`config.mk`:
```
export PLATFORM = sky130hd
export DESIGN_NAME = stroke_primitive_assembler
export DESIGN_NICKNAME = d
export VERILOG_FILES = /design/src/design/spa_pkg.sv /design/src/design/spa_front.sv /design/src/design/spa_job_queue.sv /design/src/design/spa_back.sv /design/src/design/stroke_primitive_assembler.sv
export SDC_FILE = /design/constraint.sdc
export NUM_CORES = 2
export LEC_CHECK = 0
export ABC_AREA = 1
export BUFFER_PORTS_ARGS = -buffer_cell sky130_fd_sc_hd__buf_2
export CAP_MARGIN = 30
export CORE_ASPECT_RATIO = 1.5
export CORE_UTILIZATION = 35
export CTS_CLUSTER_DIAMETER = 30
export DETAILED_ROUTE_END_ITERATION = 10
export PLACE_DENSITY_LB_ADDON = 0.25
export SYNTH_ARGS = -nofsm -noshare
export SYNTH_HDL_FRONTEND = slang
export SYNTH_SLANG_ARGS = --single-unit
```
`constraint.sdc`:
```
create_clock -name clock -period 13.7 [get_ports clock]
set_input_delay 1.37 -clock clock [delete_from_list [all_inputs] [get_ports clock]]
set_output_delay 1.37 -clock clock [all_outputs]
set_load 0.02 [all_outputs]
```
`src/design/spa_pkg.sv`:
```
// ----------------------------------------------------------------------------
// spa_pkg
// Shared types, constants and primitive tables of the stroke primitive
// assembler.
// ----------------------------------------------------------------------------
package spa_pkg;

   localparam int COORD_BITS = 16;
   localparam int FRAC_BITS  = 4;
   localparam int IN_BITS    = 20;
   localparam int OUT_BITS   = 16;
   localparam int COLOR_BITS = 32;
   localparam int DIM_BITS   = 15;
   localparam int STYLE_BITS = 6;
   localparam int NUM_SLOTS  = 4;
   localparam int SLOT_BITS  = 2;
   localparam int NUM_KINDS  = 10;
   localparam int KIND_BITS  = 4;
   localparam int VCNT_BITS  = 3;

   localparam int    HALF_LSB  = (1 << FRAC_BITS) >> 1;
   localparam longint COORD_MAX = (64'sd1 <<< (COORD_BITS - 1)) - 64'sd1;
   localparam longint COORD_MIN = -COORD_MAX - 64'sd1;

   localparam int STYLE_OUTLINE  = 0;
   localparam int STYLE_FILL     = 1;
   localparam int STYLE_INLINE   = 2;
   localparam int STYLE_INNER    = 3;
   localparam int STYLE_DIAGONAL = 4;
   localparam int STYLE_RADIAL   = 5;

   localparam int CSR_IDX_BITS = 2;
   localparam logic [CSR_IDX_BITS-1:0] CSR_SCREEN_WIDTH    = 2'd0;
   localparam logic [CSR_IDX_BITS-1:0] CSR_SCREEN_HEIGHT   = 2'd1;
   localparam logic [CSR_IDX_BITS-1:0] CSR_COLOR_BYTE_SWAP = 2'd2;

   localparam logic [DIM_BITS-1:0] RESET_SCREEN_WIDTH  = 15'd640;
   localparam logic [DIM_BITS-1:0] RESET_SCREEN_HEIGHT = 15'd480;

   localparam logic [KIND_BITS-1:0] KIND_QUAD  = 4'd0;
   localparam logic [KIND_BITS-1:0] KIND_TRI_A = 4'd1;
   localparam logic [KIND_BITS-1:0] KIND_TRI_B = 4'd2;
   localparam logic [KIND_BITS-1:0] KIND_L02   = 4'd3;
   localparam logic [KIND_BITS-1:0] KIND_L31   = 4'd4;
   localparam logic [KIND_BITS-1:0] KIND_L12   = 4'd5;
   localparam logic [KIND_BITS-1:0] KIND_L03   = 4'd6;
   localparam logic [KIND_BITS-1:0] KIND_L01   = 4'd7;
   localparam logic [KIND_BITS-1:0] KIND_L23   = 4'd8;
   localparam logic [KIND_BITS-1:0] KIND_P0    = 4'd9;

   typedef struct packed {
      logic signed [COORD_BITS-1:0] x;
      logic signed [COORD_BITS-1:0] y;
   } point_type;

   typedef struct packed {
      logic [DIM_BITS-1:0] screen_width;
      logic [DIM_BITS-1:0] screen_height;
      logic                color_byte_swap;
   } cfg_type;

   typedef struct packed {
      point_type [NUM_SLOTS-1:0] pts;
      logic [NUM_KINDS-1:0]      kinds;
      logic [COLOR_BITS-1:0]     color;
   } job_type;

   typedef struct packed {
      logic [VCNT_BITS-1:0]                 n;
      logic [NUM_SLOTS-1:0][SLOT_BITS-1:0] slot;
   } shape_type;

   typedef struct packed {
      logic [VCNT_BITS-1:0]                vertex_count;
      logic [NUM_SLOTS-1:0][OUT_BITS-1:0] vx;
      logic [NUM_SLOTS-1:0][OUT_BITS-1:0] vy;
      logic [COLOR_BITS-1:0]               color;
      logic                                run_last;
   } prim_type;

   function automatic logic [NUM_KINDS-1:0] kind_enable(input logic [STYLE_BITS-1:0] style);
      logic [NUM_KINDS-1:0] m;
      m = '0;
      if (style[STYLE_OUTLINE]) begin
         if (style[STYLE_FILL]) begin
            if (style[STYLE_INLINE]) m[KIND_QUAD] = 1'b1;
            else if (style[STYLE_INNER]) m[KIND_TRI_A] = 1'b1;
            else if (style[STYLE_DIAGONAL]) m[KIND_TRI_B] = 1'b1;
            else m[KIND_TRI_A] = 1'b1;
         end else begin
            m[KIND_L02] = 1'b1;
            m[KIND_L31] = style[STYLE_INLINE];
            m[KIND_L12] = style[STYLE_INNER];
            m[KIND_L03] = style[STYLE_DIAGONAL];
            m[KIND_L01] = style[STYLE_RADIAL];
            m[KIND_L23] = style[STYLE_RADIAL];
         end
      end else if (style[STYLE_RADIAL]) begin
         m[KIND_L01] = 1'b1;
      end else begin
         m[KIND_P0] = 1'b1;
      end
      return m;
   endfunction

   function automatic shape_type kind_shape(input logic [KIND_BITS-1:0] k);
      shape_type s;
      s = '0;
      case (k)
         KIND_QUAD: begin
            s.n = 3'd4;
            s.slot[0] = 2'd0; s.slot[1] = 2'd2; s.slot[2] = 2'd3; s.slot[3] = 2'd1;
         end
         KIND_TRI_A: begin
            s.n = 3'd3;
            s.slot[0] = 2'd0; s.slot[1] = 2'd2; s.slot[2] = 2'd3;
         end
         KIND_TRI_B: begin
            s.n = 3'd3;
            s.slot[0] = 2'd0; s.slot[1] = 2'd2; s.slot[2] = 2'd1;
         end
         KIND_L02: begin
            s.n = 3'd2; s.slot[0] = 2'd0; s.slot[1] = 2'd2;
         end
         KIND_L31: begin
            s.n = 3'd2; s.slot[0] = 2'd3; s.slot[1] = 2'd1;
         end
         KIND_L12: begin
            s.n = 3'd2; s.slot[0] = 2'd1; s.slot[1] = 2'd2;
         end
         KIND_L03: begin
            s.n = 3'd2; s.slot[0] = 2'd0; s.slot[1] = 2'd3;
         end
         KIND_L01: begin
            s.n = 3'd2; s.slot[0] = 2'd0; s.slot[1] = 2'd1;
         end
         KIND_L23: begin
            s.n = 3'd2; s.slot[0] = 2'd2; s.slot[1] = 2'd3;
         end
         default: begin
            s.n = 3'd1; s.slot[0] = 2'd0;
         end
      endcase
      return s;
   endfunction

endpackage

```
`src/design/spa_front.sv`:
```
// ----------------------------------------------------------------------------
// spa_front
// Accepts points, rounds them, keeps the four-point window and the set phase,
// and queues a job with the surviving primitive kinds when a pair completes.
// ----------------------------------------------------------------------------
module spa_front
   import spa_pkg::*;
(
   input  logic                         clock,
   input  logic                         reset,
   input  cfg_type                      cfg,
   input  logic                         req_push,
   output logic                         req_full,
   input  logic signed [IN_BITS-1:0]    req_x_coord,
   input  logic signed [IN_BITS-1:0]    req_y_coord,
   input  logic                         req_set_start,
   input  logic                         req_set_end,
   input  logic [STYLE_BITS-1:0]        req_style_bits,
   input  logic [COLOR_BITS-1:0]        req_color_in,
   input  logic                         job_full,
   output logic                         job_push,
   output job_type                      job
);

   localparam logic [1:0] PH_IDLE = 2'd0;
   localparam logic [1:0] PH_ONE  = 2'd1;
   localparam logic [1:0] PH_EVEN = 2'd2;
   localparam logic [1:0] PH_ODD  = 2'd3;

   function automatic logic signed [COORD_BITS-1:0] round_coord(
      input logic signed [IN_BITS-1:0] v);
      logic [IN_BITS:0]        mag;
      logic [IN_BITS:0]        q;
      logic signed [IN_BITS+1:0] r;
      logic signed [63:0]      rw;
      if (v[IN_BITS-1]) mag = ~{v[IN_BITS-1], v} + (IN_BITS+1)'(1);
      else mag = {1'b0, v};
      q = (mag + (IN_BITS+1)'(HALF_LSB)) >> FRAC_BITS;
      r = $signed({1'b0, q});
      if (v[IN_BITS-1]) r = -r;
      rw = 64'(r);
      if (rw > COORD_MAX) rw = COORD_MAX;
      if (rw < COORD_MIN) rw = COORD_MIN;
      return COORD_BITS'(rw);
   endfunction

   point_type [NUM_SLOTS-1:0] win_ff, win_in;
   logic [1:0]                phase_ff, phase_in;
   logic                      accept;
   logic                      start_eff;
   logic                      build;
   point_type                 pt;
   logic [NUM_SLOTS-1:0]      onscr;
   logic [NUM_KINDS-1:0]      hits;
   logic [NUM_KINDS-1:0]      enables;
   shape_type                 sh;
   logic [COLOR_BITS-1:0]     color;

   assign accept    = req_push && !job_full;
   assign req_full  = job_full;
   assign start_eff = req_set_start || (phase_ff == PH_IDLE);

   always_comb begin
      pt.x     = round_coord(req_x_coord);
      pt.y     = round_coord(req_y_coord);
      win_in   = win_ff;
      phase_in = phase_ff;
      build    = 1'b0;
      if (start_eff) begin
         win_in[2] = pt;
         phase_in  = PH_ONE;
      end else begin
         case (phase_ff)
            PH_ONE: begin
               win_in[3] = pt;
               phase_in  = PH_EVEN;
            end
            PH_EVEN: begin
               win_in    = {pt, win_ff[3], win_ff[2], win_ff[1]};
               phase_in  = PH_ODD;
               build     = req_set_end;
            end
            default: begin
               win_in    = {pt, win_ff[3], win_ff[2], win_ff[1]};
               phase_in  = PH_EVEN;
               build     = 1'b1;
            end
         endcase
      end
      if (req_set_end) phase_in = PH_IDLE;
   end

   always_comb begin
      for (int i = 0; i < NUM_SLOTS; i++) begin
         onscr[i] = !win_in[i].x[COORD_BITS-1] && !win_in[i].y[COORD_BITS-1] &&
                    (32'($unsigned(win_in[i].x)) < 32'(cfg.screen_width)) &&
                    (32'($unsigned(win_in[i].y)) < 32'(cfg.screen_height));
      end
      enables = kind_enable(req_style_bits);
      for (int k = 0; k < NUM_KINDS; k++) begin
         sh      = kind_shape(KIND_BITS'(k));
         hits[k] = 1'b0;
         for (int i = 0; i < NUM_SLOTS; i++) begin
            if ((VCNT_BITS'(i) < sh.n) && onscr[sh.slot[i]]) hits[k] = 1'b1;
         end
      end
   end

   always_comb begin
      if (cfg.color_byte_swap) begin
         color = {req_color_in[7:0], req_color_in[15:8],
                  req_color_in[23:16], req_color_in[31:24]};
      end else begin
         color = req_color_in;
      end
   end

   assign job.pts   = win_in;
   assign job.kinds = enables & hits;
   assign job.color = color;
   assign job_push  = accept && build && (job.kinds != '0);

   always_ff @(posedge clock) begin
      if (reset) begin
         win_ff   <= '0;
         phase_ff <= PH_IDLE;
      end else if (accept) begin
         win_ff   <= win_in;
         phase_ff <= phase_in;
      end
   end

   a_end_closes_set: assert property (@(posedge clock) disable iff (reset)
      accept && req_set_end |=> phase_ff == PH_IDLE)
      else $error("set phase not cleared after set end");

   a_job_from_pair: assert property (@(posedge clock) disable iff (reset)
      job_push |-> !start_eff && (phase_ff == PH_EVEN || phase_ff == PH_ODD))
      else $error("job queued outside a point pair");

endmodule

```
`src/design/spa_job_queue.sv`:
```
// ----------------------------------------------------------------------------
// spa_job_queue
// Two-entry queue of primitive jobs between the front and the back.
// ----------------------------------------------------------------------------
module spa_job_queue
   import spa_pkg::*;
(
   input  logic    clock,
   input  logic    reset,
   input  logic    push,
   input  job_type push_data,
   output logic    full,
   input  logic    pop,
   output logic    valid,
   output job_type pop_data
);

   job_type [1:0] entry_ff;
   logic          wr_ff;
   logic          rd_ff;
   logic [1:0]    count_ff;
   logic          do_push;
   logic          do_pop;

   assign full     = (count_ff == 2'd2);
   assign valid    = (count_ff != 2'd0);
   assign pop_data = entry_ff[rd_ff];
   assign do_push  = push && !full;
   assign do_pop   = pop && valid;

   always_ff @(posedge clock) begin
      if (do_push) entry_ff[wr_ff] <= push_data;
   end

   always_ff @(posedge clock) begin
      if (reset) begin
         wr_ff    <= 1'b0;
         rd_ff    <= 1'b0;
         count_ff <= 2'd0;
      end else begin
         if (do_push) wr_ff <= !wr_ff;
         if (do_pop) rd_ff <= !rd_ff;
         count_ff <= count_ff + 2'(do_push) - 2'(do_pop);
      end
   end

endmodule

```
`src/design/spa_back.sv`:
```
// ----------------------------------------------------------------------------
// spa_back
// Walks the surviving primitive kinds of one job, one per cycle while the
// result queue has room, merges repeated vertices and queues each primitive.
// ----------------------------------------------------------------------------
module spa_back
   import spa_pkg::*;
(
   input  logic     clock,
   input  logic     reset,
   input  logic     job_valid,
   input  job_type  job,
   output logic     job_pop,
   input  logic     rsp_pop,
   output logic     rsp_empty,
   output prim_type rsp_prim
);

   job_type              cur_ff, cur_in;
   logic                 busy_ff, busy_in;
   logic [NUM_KINDS-1:0] rem_ff, rem_in;
   logic [NUM_KINDS-1:0] low;
   logic [NUM_KINDS-1:0] rem_next;
   logic [KIND_BITS-1:0] kind;
   logic                 last;
   logic                 emit;
   logic                 oq_room;
   logic                 oq_pop;
   prim_type             prim_in;
   prim_type [1:0]       oq_ff;
   logic                 oq_wr_ff;
   logic                 oq_rd_ff;
   logic [1:0]           oq_cnt_ff;
   shape_type            sh;
   point_type [NUM_SLOTS-1:0] v;
   logic [NUM_SLOTS-1:0] keep;
   logic [VCNT_BITS-1:0] m;

   assign oq_pop    = rsp_pop && (oq_cnt_ff != 2'd0);
   assign oq_room   = (oq_cnt_ff != 2'd2) || rsp_pop;
   assign emit      = busy_ff && oq_room;
   assign low       = rem_ff & (~rem_ff + NUM_KINDS'(1));
   assign rem_next  = rem_ff & ~low;
   assign last      = (rem_next == '0);
   assign job_pop   = job_valid && (!busy_ff || (emit && last));
   assign rsp_empty = (oq_cnt_ff == 2'd0);
   assign rsp_prim  = oq_ff[oq_rd_ff];

   always_comb begin
      kind = '0;
      for (int k = NUM_KINDS - 1; k >= 0; k--) begin
         if (low[k]) kind = KIND_BITS'(k);
      end
   end

   always_comb begin
      cur_in  = cur_ff;
      busy_in = busy_ff;
      rem_in  = rem_ff;
      if (job_pop) begin
         cur_in  = job;
         busy_in = 1'b1;
         rem_in  = job.kinds;
      end else if (emit) begin
         busy_in = !last;
         rem_in  = rem_next;
      end
   end

   always_comb begin
      sh = kind_shape(kind);
      for (int i = 0; i < NUM_SLOTS; i++) v[i] = cur_ff.pts[sh.slot[i]];
      keep[0] = 1'b1;
      for (int i = 1; i < NUM_SLOTS; i++) begin
         keep[i] = (VCNT_BITS'(i) < sh.n) && (v[i] != v[i-1]);
      end
      prim_in    = '0;
      m          = '0;
      for (int i = 0; i < NUM_SLOTS; i++) begin
         if (keep[i]) begin
            prim_in.vx[m[SLOT_BITS-1:0]] = OUT_BITS'(v[i].x);
            prim_in.vy[m[SLOT_BITS-1:0]] = OUT_BITS'(v[i].y);
            m = m + VCNT_BITS'(1);
         end
      end
      prim_in.vertex_count = m;
      prim_in.color        = cur_ff.color;
      prim_in.run_last     = last;
   end

   always_ff @(posedge clock) begin
      cur_ff <= cur_in;
      if (emit) oq_ff[oq_wr_ff] <= prim_in;
   end

   always_ff @(posedge clock) begin
      if (reset) begin
         busy_ff   <= 1'b0;
         rem_ff    <= '0;
         oq_wr_ff  <= 1'b0;
         oq_rd_ff  <= 1'b0;
         oq_cnt_ff <= 2'd0;
      end else begin
         busy_ff   <= busy_in;
         rem_ff    <= rem_in;
         if (emit) oq_wr_ff <= !oq_wr_ff;
         if (oq_pop) oq_rd_ff <= !oq_rd_ff;
         oq_cnt_ff <= oq_cnt_ff + 2'(emit) - 2'(oq_pop);
      end
   end

   a_busy_has_work: assert property (@(posedge clock) disable iff (reset)
      busy_ff |-> rem_ff != '0)
      else $error("back busy with no primitive left");

   a_job_not_empty: assert property (@(posedge clock) disable iff (reset)
      job_pop |-> job.kinds != '0)
      else $error("job taken without surviving primitives");

   a_vertex_count: assert property (@(posedge clock) disable iff (reset)
      emit |-> prim_in.vertex_count >= 3'd1 && prim_in.vertex_count <= 3'd4)
      else $error("primitive vertex count out of range");

endmodule

```
`src/design/stroke_primitive_assembler.sv`:
```
// ----------------------------------------------------------------------------
// stroke_primitive_assembler
// Assembles polyline points into culled quads, triangles, lines and points.
// ----------------------------------------------------------------------------
// The first primitive of a point passes through the job queue, the back end's
// current-job register and its output queue before it shows on the result port.
// Points are taken one per cycle while the two-job queue is not full; the back
// end issues one primitive per cycle while its output queue has room.
// Reset clears the window, set phase and queues; the screen resets to 640 by 480.
module stroke_primitive_assembler
   import spa_pkg::*;
(
   input  logic                         clock,
   input  logic                         reset,
   input  logic                         req_push,
   output logic                         req_full,
   input  logic signed [IN_BITS-1:0]    req_x_coord,
   input  logic signed [IN_BITS-1:0]    req_y_coord,
   input  logic                         req_set_start,
   input  logic                         req_set_end,
   input  logic [STYLE_BITS-1:0]        req_style_bits,
   input  logic [COLOR_BITS-1:0]        req_color_in,
   output logic                         rsp_empty,
   input  logic                         rsp_pop,
   output logic [VCNT_BITS-1:0]         rsp_vertex_count,
   output logic signed [OUT_BITS-1:0]   rsp_v0_x,
   output logic signed [OUT_BITS-1:0]   rsp_v0_y,
   output logic signed [OUT_BITS-1:0]   rsp_v1_x,
   output logic signed [OUT_BITS-1:0]   rsp_v1_y,
   output logic signed [OUT_BITS-1:0]   rsp_v2_x,
   output logic signed [OUT_BITS-1:0]   rsp_v2_y,
   output logic signed [OUT_BITS-1:0]   rsp_v3_x,
   output logic signed [OUT_BITS-1:0]   rsp_v3_y,
   output logic [COLOR_BITS-1:0]        rsp_color_out,
   output logic                         rsp_run_last,
   input  logic                         csr_write,
   input  logic [CSR_IDX_BITS-1:0]      csr_index,
   input  logic [DIM_BITS-1:0]          csr_wdata
);

   cfg_type  cfg_ff;
   logic     job_push;
   job_type  job_in;
   logic     job_full;
   logic     job_valid;
   logic     job_pop;
   job_type  job_out;
   prim_type rsp_prim;

   always_ff @(posedge clock) begin
      if (reset) begin
         cfg_ff.screen_width    <= RESET_SCREEN_WIDTH;
         cfg_ff.screen_height   <= RESET_SCREEN_HEIGHT;
         cfg_ff.color_byte_swap <= 1'b0;
      end else if (csr_write) begin
         case (csr_index)
            CSR_SCREEN_WIDTH:    cfg_ff.screen_width    <= csr_wdata;
            CSR_SCREEN_HEIGHT:   cfg_ff.screen_height   <= csr_wdata;
            CSR_COLOR_BYTE_SWAP: cfg_ff.color_byte_swap <= csr_wdata[0];
            default: ;
         endcase
      end
   end

   spa_front u_front (
      .clock          (clock),
      .reset          (reset),
      .cfg            (cfg_ff),
      .req_push       (req_push),
      .req_full       (req_full),
      .req_x_coord    (req_x_coord),
      .req_y_coord    (req_y_coord),
      .req_set_start  (req_set_start),
      .req_set_end    (req_set_end),
      .req_style_bits (req_style_bits),
      .req_color_in   (req_color_in),
      .job_full       (job_full),
      .job_push       (job_push),
      .job            (job_in)
   );

   spa_job_queue u_job_queue (
      .clock     (clock),
      .reset     (reset),
      .push      (job_push),
      .push_data (job_in),
      .full      (job_full),
      .pop       (job_pop),
      .valid     (job_valid),
      .pop_data  (job_out)
   );

   spa_back u_back (
      .clock     (clock),
      .reset     (reset),
      .job_valid (job_valid),
      .job       (job_out),
      .job_pop   (job_pop),
      .rsp_pop   (rsp_pop),
      .rsp_empty (rsp_empty),
      .rsp_prim  (rsp_prim)
   );

   assign rsp_vertex_count = rsp_prim.vertex_count;
   assign rsp_v0_x         = $signed(rsp_prim.vx[0]);
   assign rsp_v0_y         = $signed(rsp_prim.vy[0]);
   assign rsp_v1_x         = $signed(rsp_prim.vx[1]);
   assign rsp_v1_y         = $signed(rsp_prim.vy[1]);
   assign rsp_v2_x         = $signed(rsp_prim.vx[2]);
   assign rsp_v2_y         = $signed(rsp_prim.vy[2]);
   assign rsp_v3_x         = $signed(rsp_prim.vx[3]);
   assign rsp_v3_y         = $signed(rsp_prim.vy[3]);
   assign rsp_color_out    = rsp_prim.color;
   assign rsp_run_last     = rsp_prim.run_last;

endmodule

```
# After elaboration in Yosys (flattened, before gate mapping)
# Cells that the tools add are included.
dict set report totals {
  reg_bits 1008
  in_bits 102
  output_inout_bits 166
  elab_cells 297
}
dict set report classes {
  n_addsub 13
  magnitude_cmp 29
  n_eq_ne 17
  mux 96
  n_bitwise 7
  n_reduce_logical 64
}
# op n
set ops {}
lappend ops {{$mux 170} 3}
lappend ops {{$mux 164} 3}
lappend ops {{$bwmux 340} 1}
lappend ops {{$bwmux 328} 1}
lappend ops {{$bmux 32 s2} 4}
lappend ops {{$bwmux 64} 4}
lappend ops {{$mux 128} 2}
lappend ops {{$mux 32} 7}
lappend ops {{$mux 64} 3}
lappend ops {{$mux 96} 2}
lappend ops {{$demux 170 s1} 1}
lappend ops {{$demux 164 s1} 1}
lappend ops {{$lt 16x15->1} 8}
lappend ops {{$lt 64x16->1 const B} 2}
lappend ops {{$ne 32x32->1} 3}
lappend ops {{$demux 16 s2} 2}
lappend ops {{$mux 16} 4}
lappend ops {{$gt 22x16->1 const B} 2}
lappend ops {{$mux 22} 2}
lappend ops {{$neg 17->22} 2}
lappend ops {{$add 21x1->21 const B} 2}
lappend ops {{$add 21x4->21 const B} 2}
lappend ops {{$mux 21} 2}
lappend ops {{$not 21->21} 2}
lappend ops {{44 further kinds} 161}

# Logic depth before layout (Yosys ltp)
dict set report logic_depth {
  depth_word 30
  mapped_depth 44
}

# By module
# A second synthesis with hierarchy kept.
dict set report hier_totals {
  hier_cells 6068
  hier_area_um2 53387.5
}
# module n_inst cells_each area_per_inst_um2
set by_module_without_submodules {}
lappend by_module_without_submodules {spa_back 1 3034 25851.0}
lappend by_module_without_submodules {spa_front 1 2273 13369.1}
lappend by_module_without_submodules {spa_job_queue 1 566 12802.3}
lappend by_module_without_submodules {stroke_primitive_assembler 1 195 1365.1}

# Least setup slack after synthesis
# Ideal clock, no wire load.
dict set report synth_path {
  kind {input to register}
  start {in req_y_coord[0]}
  end {reg u_job_queue.entry_ff[0] in the netlist's numbering (enable)}
  setup_time_ns 0.702
  arrival_ns 12.520
  required_time_ns 12.998
  setup_slack_ns 0.479
  cell_stages 33
  path_cell_list {nor2_2 -> nand2_1 -> nand3b_1 -> nand2_1 -> ha_1 -> or2_2 -> nand2_1 -> nand4_1 -> nor2_2 -> nand3_1 -> o21ai_2 -> nand3_2 -> nor2_4 -> inv_2 -> nand2_2 -> clkbuf_1 -> nand2_1 -> o21ai_0 -> ha_1 -> a21o_1 -> a221oi_1 -> nor2_1 -> nor2_1 -> inv_1 -> a21oi_1 -> nand3_1 -> nand3_1 -> nand2_1 -> nand2_1 -> inv_1 -> nand3_2 -> nand2_1 -> nor2_1}
}
# element line_no
set synth_lines {}
lappend synth_lines {{start: declaration} stroke_primitive_assembler.sv:18} ;# input logic signed [IN_BITS-1:0] req_y_coord,
lappend synth_lines {{end signal: indexed assignment} spa_job_queue.sv:32} ;# if (do_push) entry_ff[wr_ff] <= push_data;
lappend synth_lines {{end: declaration} spa_job_queue.sv:18} ;# job_type [1:0] entry_ff;

==> results.md <==
- Gr usage total: 18.46%
- Postcts setup bufs: 0
- Nets: 5845
- GRT Residual Overflow: 0
- Input/output buffers: 267
- Worst reg-to-reg path cell count: 27
- Slowest stage cell, crit path: buf_12
- First-pass GRT wire length: 203600 um
- Status: finished, final reports clean
- Chip width: ~300 um
- Arrival time at the worst endpoint: between 8 and 9 ns
- Die area: between 0.1 and 0.15 mm^2
- Hold WC Path Type: register to register
- Layout cells sized above 1: a little under an eighth
- Most common cell after layout, fill and taps aside: nand2_1
- Final worst-path cycle share: 57.31%
- Post-CTS sizing: 0
- Hold Path Stages: 0
- Clk buf depth: 3
- Largest net degree at the start of global routing: 143
- GP Congestion: 0.8573
- Total number of vias: 37250
- Leading area contributor after synthesis: edfxtp_1
- RSZ-0062 raised after global routing: no
- DIE HEIGHT: 462.1 um
- WL/cell: 17.41 um
- Initial antenna violation count: 22
- Worst-margin pin slew: 0.9500 ns
- Synth top area cells: edfxtp_1 (50%), nand2_1 (14%), dfxtp_1 (7.3%)
- Final min period: 7.851 ns
- Root Driver: clkbuf_16
- Core area: 0.1398 mm^2
- Yosys warns: 0
- Async SR Flop Fraction: 0%
- I/O pin count: roughly 270
- Num CTS Buffers: roughly 140
- Yosys top cell area share: 50.34%
- Cells after synthesis: between 5000 and 6000
- CTS HTree Levels: 4
- Fillers: roughly 14000
- EDFF count, synth: around 830
- Row count: 168
- Crit path max fanout: 140
- Mapped Nets: about 5700
- CP max stage delay: around 0.60 ns
- Syn avg cell area: between 9 and 10 um^2
- Starting Density: 35.34%
- Max-slew headroom: 36.67%
- Number of global-route vias before repair: between 30000 and 40000
- Setup crit end kind: register
- CP bufs+invs: 6
- Critical path class: input port to register
- Ys flop type: edfxtp_1
- Distinct cells, synth: 60
- DP HPWL: 92090 um
- Final TNS setup: 0 ns
- Clock Skew: 0.03038 ns
- Drt via density: 4.889
- Worst setup SP type: input port
- Finish-stage setup viols: 0
- Yosys reg bits: just over 1000
- DR pass1 iterations: 6
- Hold Violations, Final: 0
- Most frequent cells in the layout: nand2_1 (1802), edfxtp_1 (828), o21ai_0 (448), inv_1 (412), nor2_1 (314)
- Clock-pin slew on the worst setup and hold paths: 0.05 ns
- Most frequent CP cell: nand2_1
- Final wirelength: approximately 130000 um
- CTS Hold Bufs: 0
- WP depth: 36
- Sequential cell area fraction in the yosys report: 57.63%
- P&R area growth vs syn: 15.93%
- Slew Viols, Final: 0
- Crit path max-delay family: simple AND/OR/NAND/NOR gates
- F_max: 0.1274 GHz
- Post-DRT Antenna Nets: 0
- Worst EP required: 14.06 ns
- Cell area after synthesis: approximately 0.049 mm^2
- Worst-Skew Late Latency: 0.75 ns
- Max Cap Viol: 0
- DRC errors left: 0
- CTS tree: done
- CTS Sinks: 1008
- DRT iter0 DRCs: 2856
[cell usage after synthesis (all sizes together) (2+ instances only)]
| master | count |
|---|---|
| nor3 | 14 |
| o31ai | 3 |
| o22ai | 32 |
| a31oi | 4 |
| buf | 91 |
| clkbuf | 173 |
| nor2 | 344 |
| a21boi | 2 |
| a221oi | 2 |
| a21o | 7 |
| nand3b | 11 |
| a311oi | 5 |
| xor2 | 80 |
| nor4 | 9 |
| inv | 430 |
| o211ai | 22 |
| dfxtp | 180 |
| nand2 | 1827 |
| a22oi | 5 |
| edfxtp | 828 |
| o2111ai | 2 |
| ha | 123 |
| o21bai | 4 |
| a211oi | 54 |
| nand3 | 153 |
| or2 | 10 |
| o21ai | 635 |
| a21oi | 266 |
| nand4 | 39 |
| clkinv | 2 |
| mux2i | 29 |
| a2111oi | 4 |
| xnor2 | 29 |
[through the flow]
stage | utilization [%] | hold slack [ns] | worst slack, ns | area [um^2] | std cells
after detailed placement | 37.46 | 0.4304 | 4.688 | 52370 | 7344
after global routing | 40.96 | 0.4546 | 5.221 | 57260 | 7618
after CTS | 40.91 | 0.4402 | 5.485 | 57190 | 7605
after floorplan | - | 0.4215 | 0.4786 | 49400 | 5426
after global placement | 37.44 | 0.4226 | 4.893 | 52330 | 7342
final | 40.97 | 0.4357 | 5.849 | 57260 | 7619
[routing by layer]
metal  part of all wire (%)  GRT usage, %  up-vias  routed length (um)
li1                       -             -    18729                   -
met2                     46         29.77      950               61530
met5                  0.084             0        -                 111
met3                    5.3         3.381      245                6968
met4                    3.4         7.302       18                4559
met1                     45         24.43    17308               59480
[layout make-up]
cell class                      count  area (um^2)  share of cell area [%]
Timing Repair Buffer              314         1767                   3.085
Clock buffer                      163         3811                   6.655
Inverter                          432         1643                   2.869
Clock inverter                     98         1010                   1.763
Tap cell                         1870         2340                   4.086
Multi-Input combinational cell   3722        18190                   31.76
Antenna cell                       12        30.03                 0.05244
Sequential cell                  1008        28470                   49.73
[state kept, by name, indices dropped and copies added (netlist names)]
register and flops:
u_back.busy_ff 1, u_back.rem_ff 10, u_job_queue.wr_ff 1, u_back.oq_cnt_ff 2, u_back.oq_ff 328, u_job_queue.entry_ff 340
u_job_queue.count_ff 2, u_back.oq_wr_ff 1, u_job_queue.rd_ff 1, u_front.phase_ff 2, cfg_ff 31, u_back.oq_rd_ff 1
u_front.win_ff 128, u_back.cur_ff 160
[worst register-to-register path, stage by stage, from the launching register on]
cell      delay [ns]
dfxtp_1         0.36
nor2_2          0.29
nand2_2         0.15
nor2_2          0.13
nand2_2         0.11
nor2_4          0.12
nand2_2         0.07
nor2_2          0.11
nand2_1         0.08
nand4_1         0.10
o21bai_1        0.09
nand2_2         0.13
nor2_4          0.04
buf_4           0.30
nor2_4          0.22
buf_4           0.55
a21oi_1         0.24
o21ai_1         0.17
nand2_1         0.15
xor2_1          0.17
nor4_1          0.38
nand4_1         0.18
nor2_1          0.35
nand2_2         0.53
clkinv_2        0.58
ha_1            0.32
nand2_4         0.39
mux2i_1         0.68
[cell families (layout without fill, tap and decap cells)]
logic type                 Yosys count  after routing  share of synthesized area, %
AOI/OAI and AO/OA                 1051           1051                         11.47
xor gates and xnor gates           109            109                         1.963
adders and majority gates          123            123                         3.116
buffers and inverters              696           1007                         5.702
DFF                               1008           1008                         57.63
muxes                               29             29                        0.5877
other                                0             12                             0
and+or+nand+nor                   2410           2410                         19.53
[worst paths after layout]
check                     from                   endpoint  slack, ns
max            req_x_coord[19]  u_job_queue.entry_ff[130]       5.85
min          u_back.cur_ff[23]           u_back.oq_ff[24]       0.44
max reg2reg   u_back.rem_ff[0]          u_back.oq_ff[111]       6.43
min reg2reg  u_back.cur_ff[23]           u_back.oq_ff[24]       0.44
Power is not shown: default switching activity piles up to over one toggle a cycle in this logic, so the estimate is an artifact.
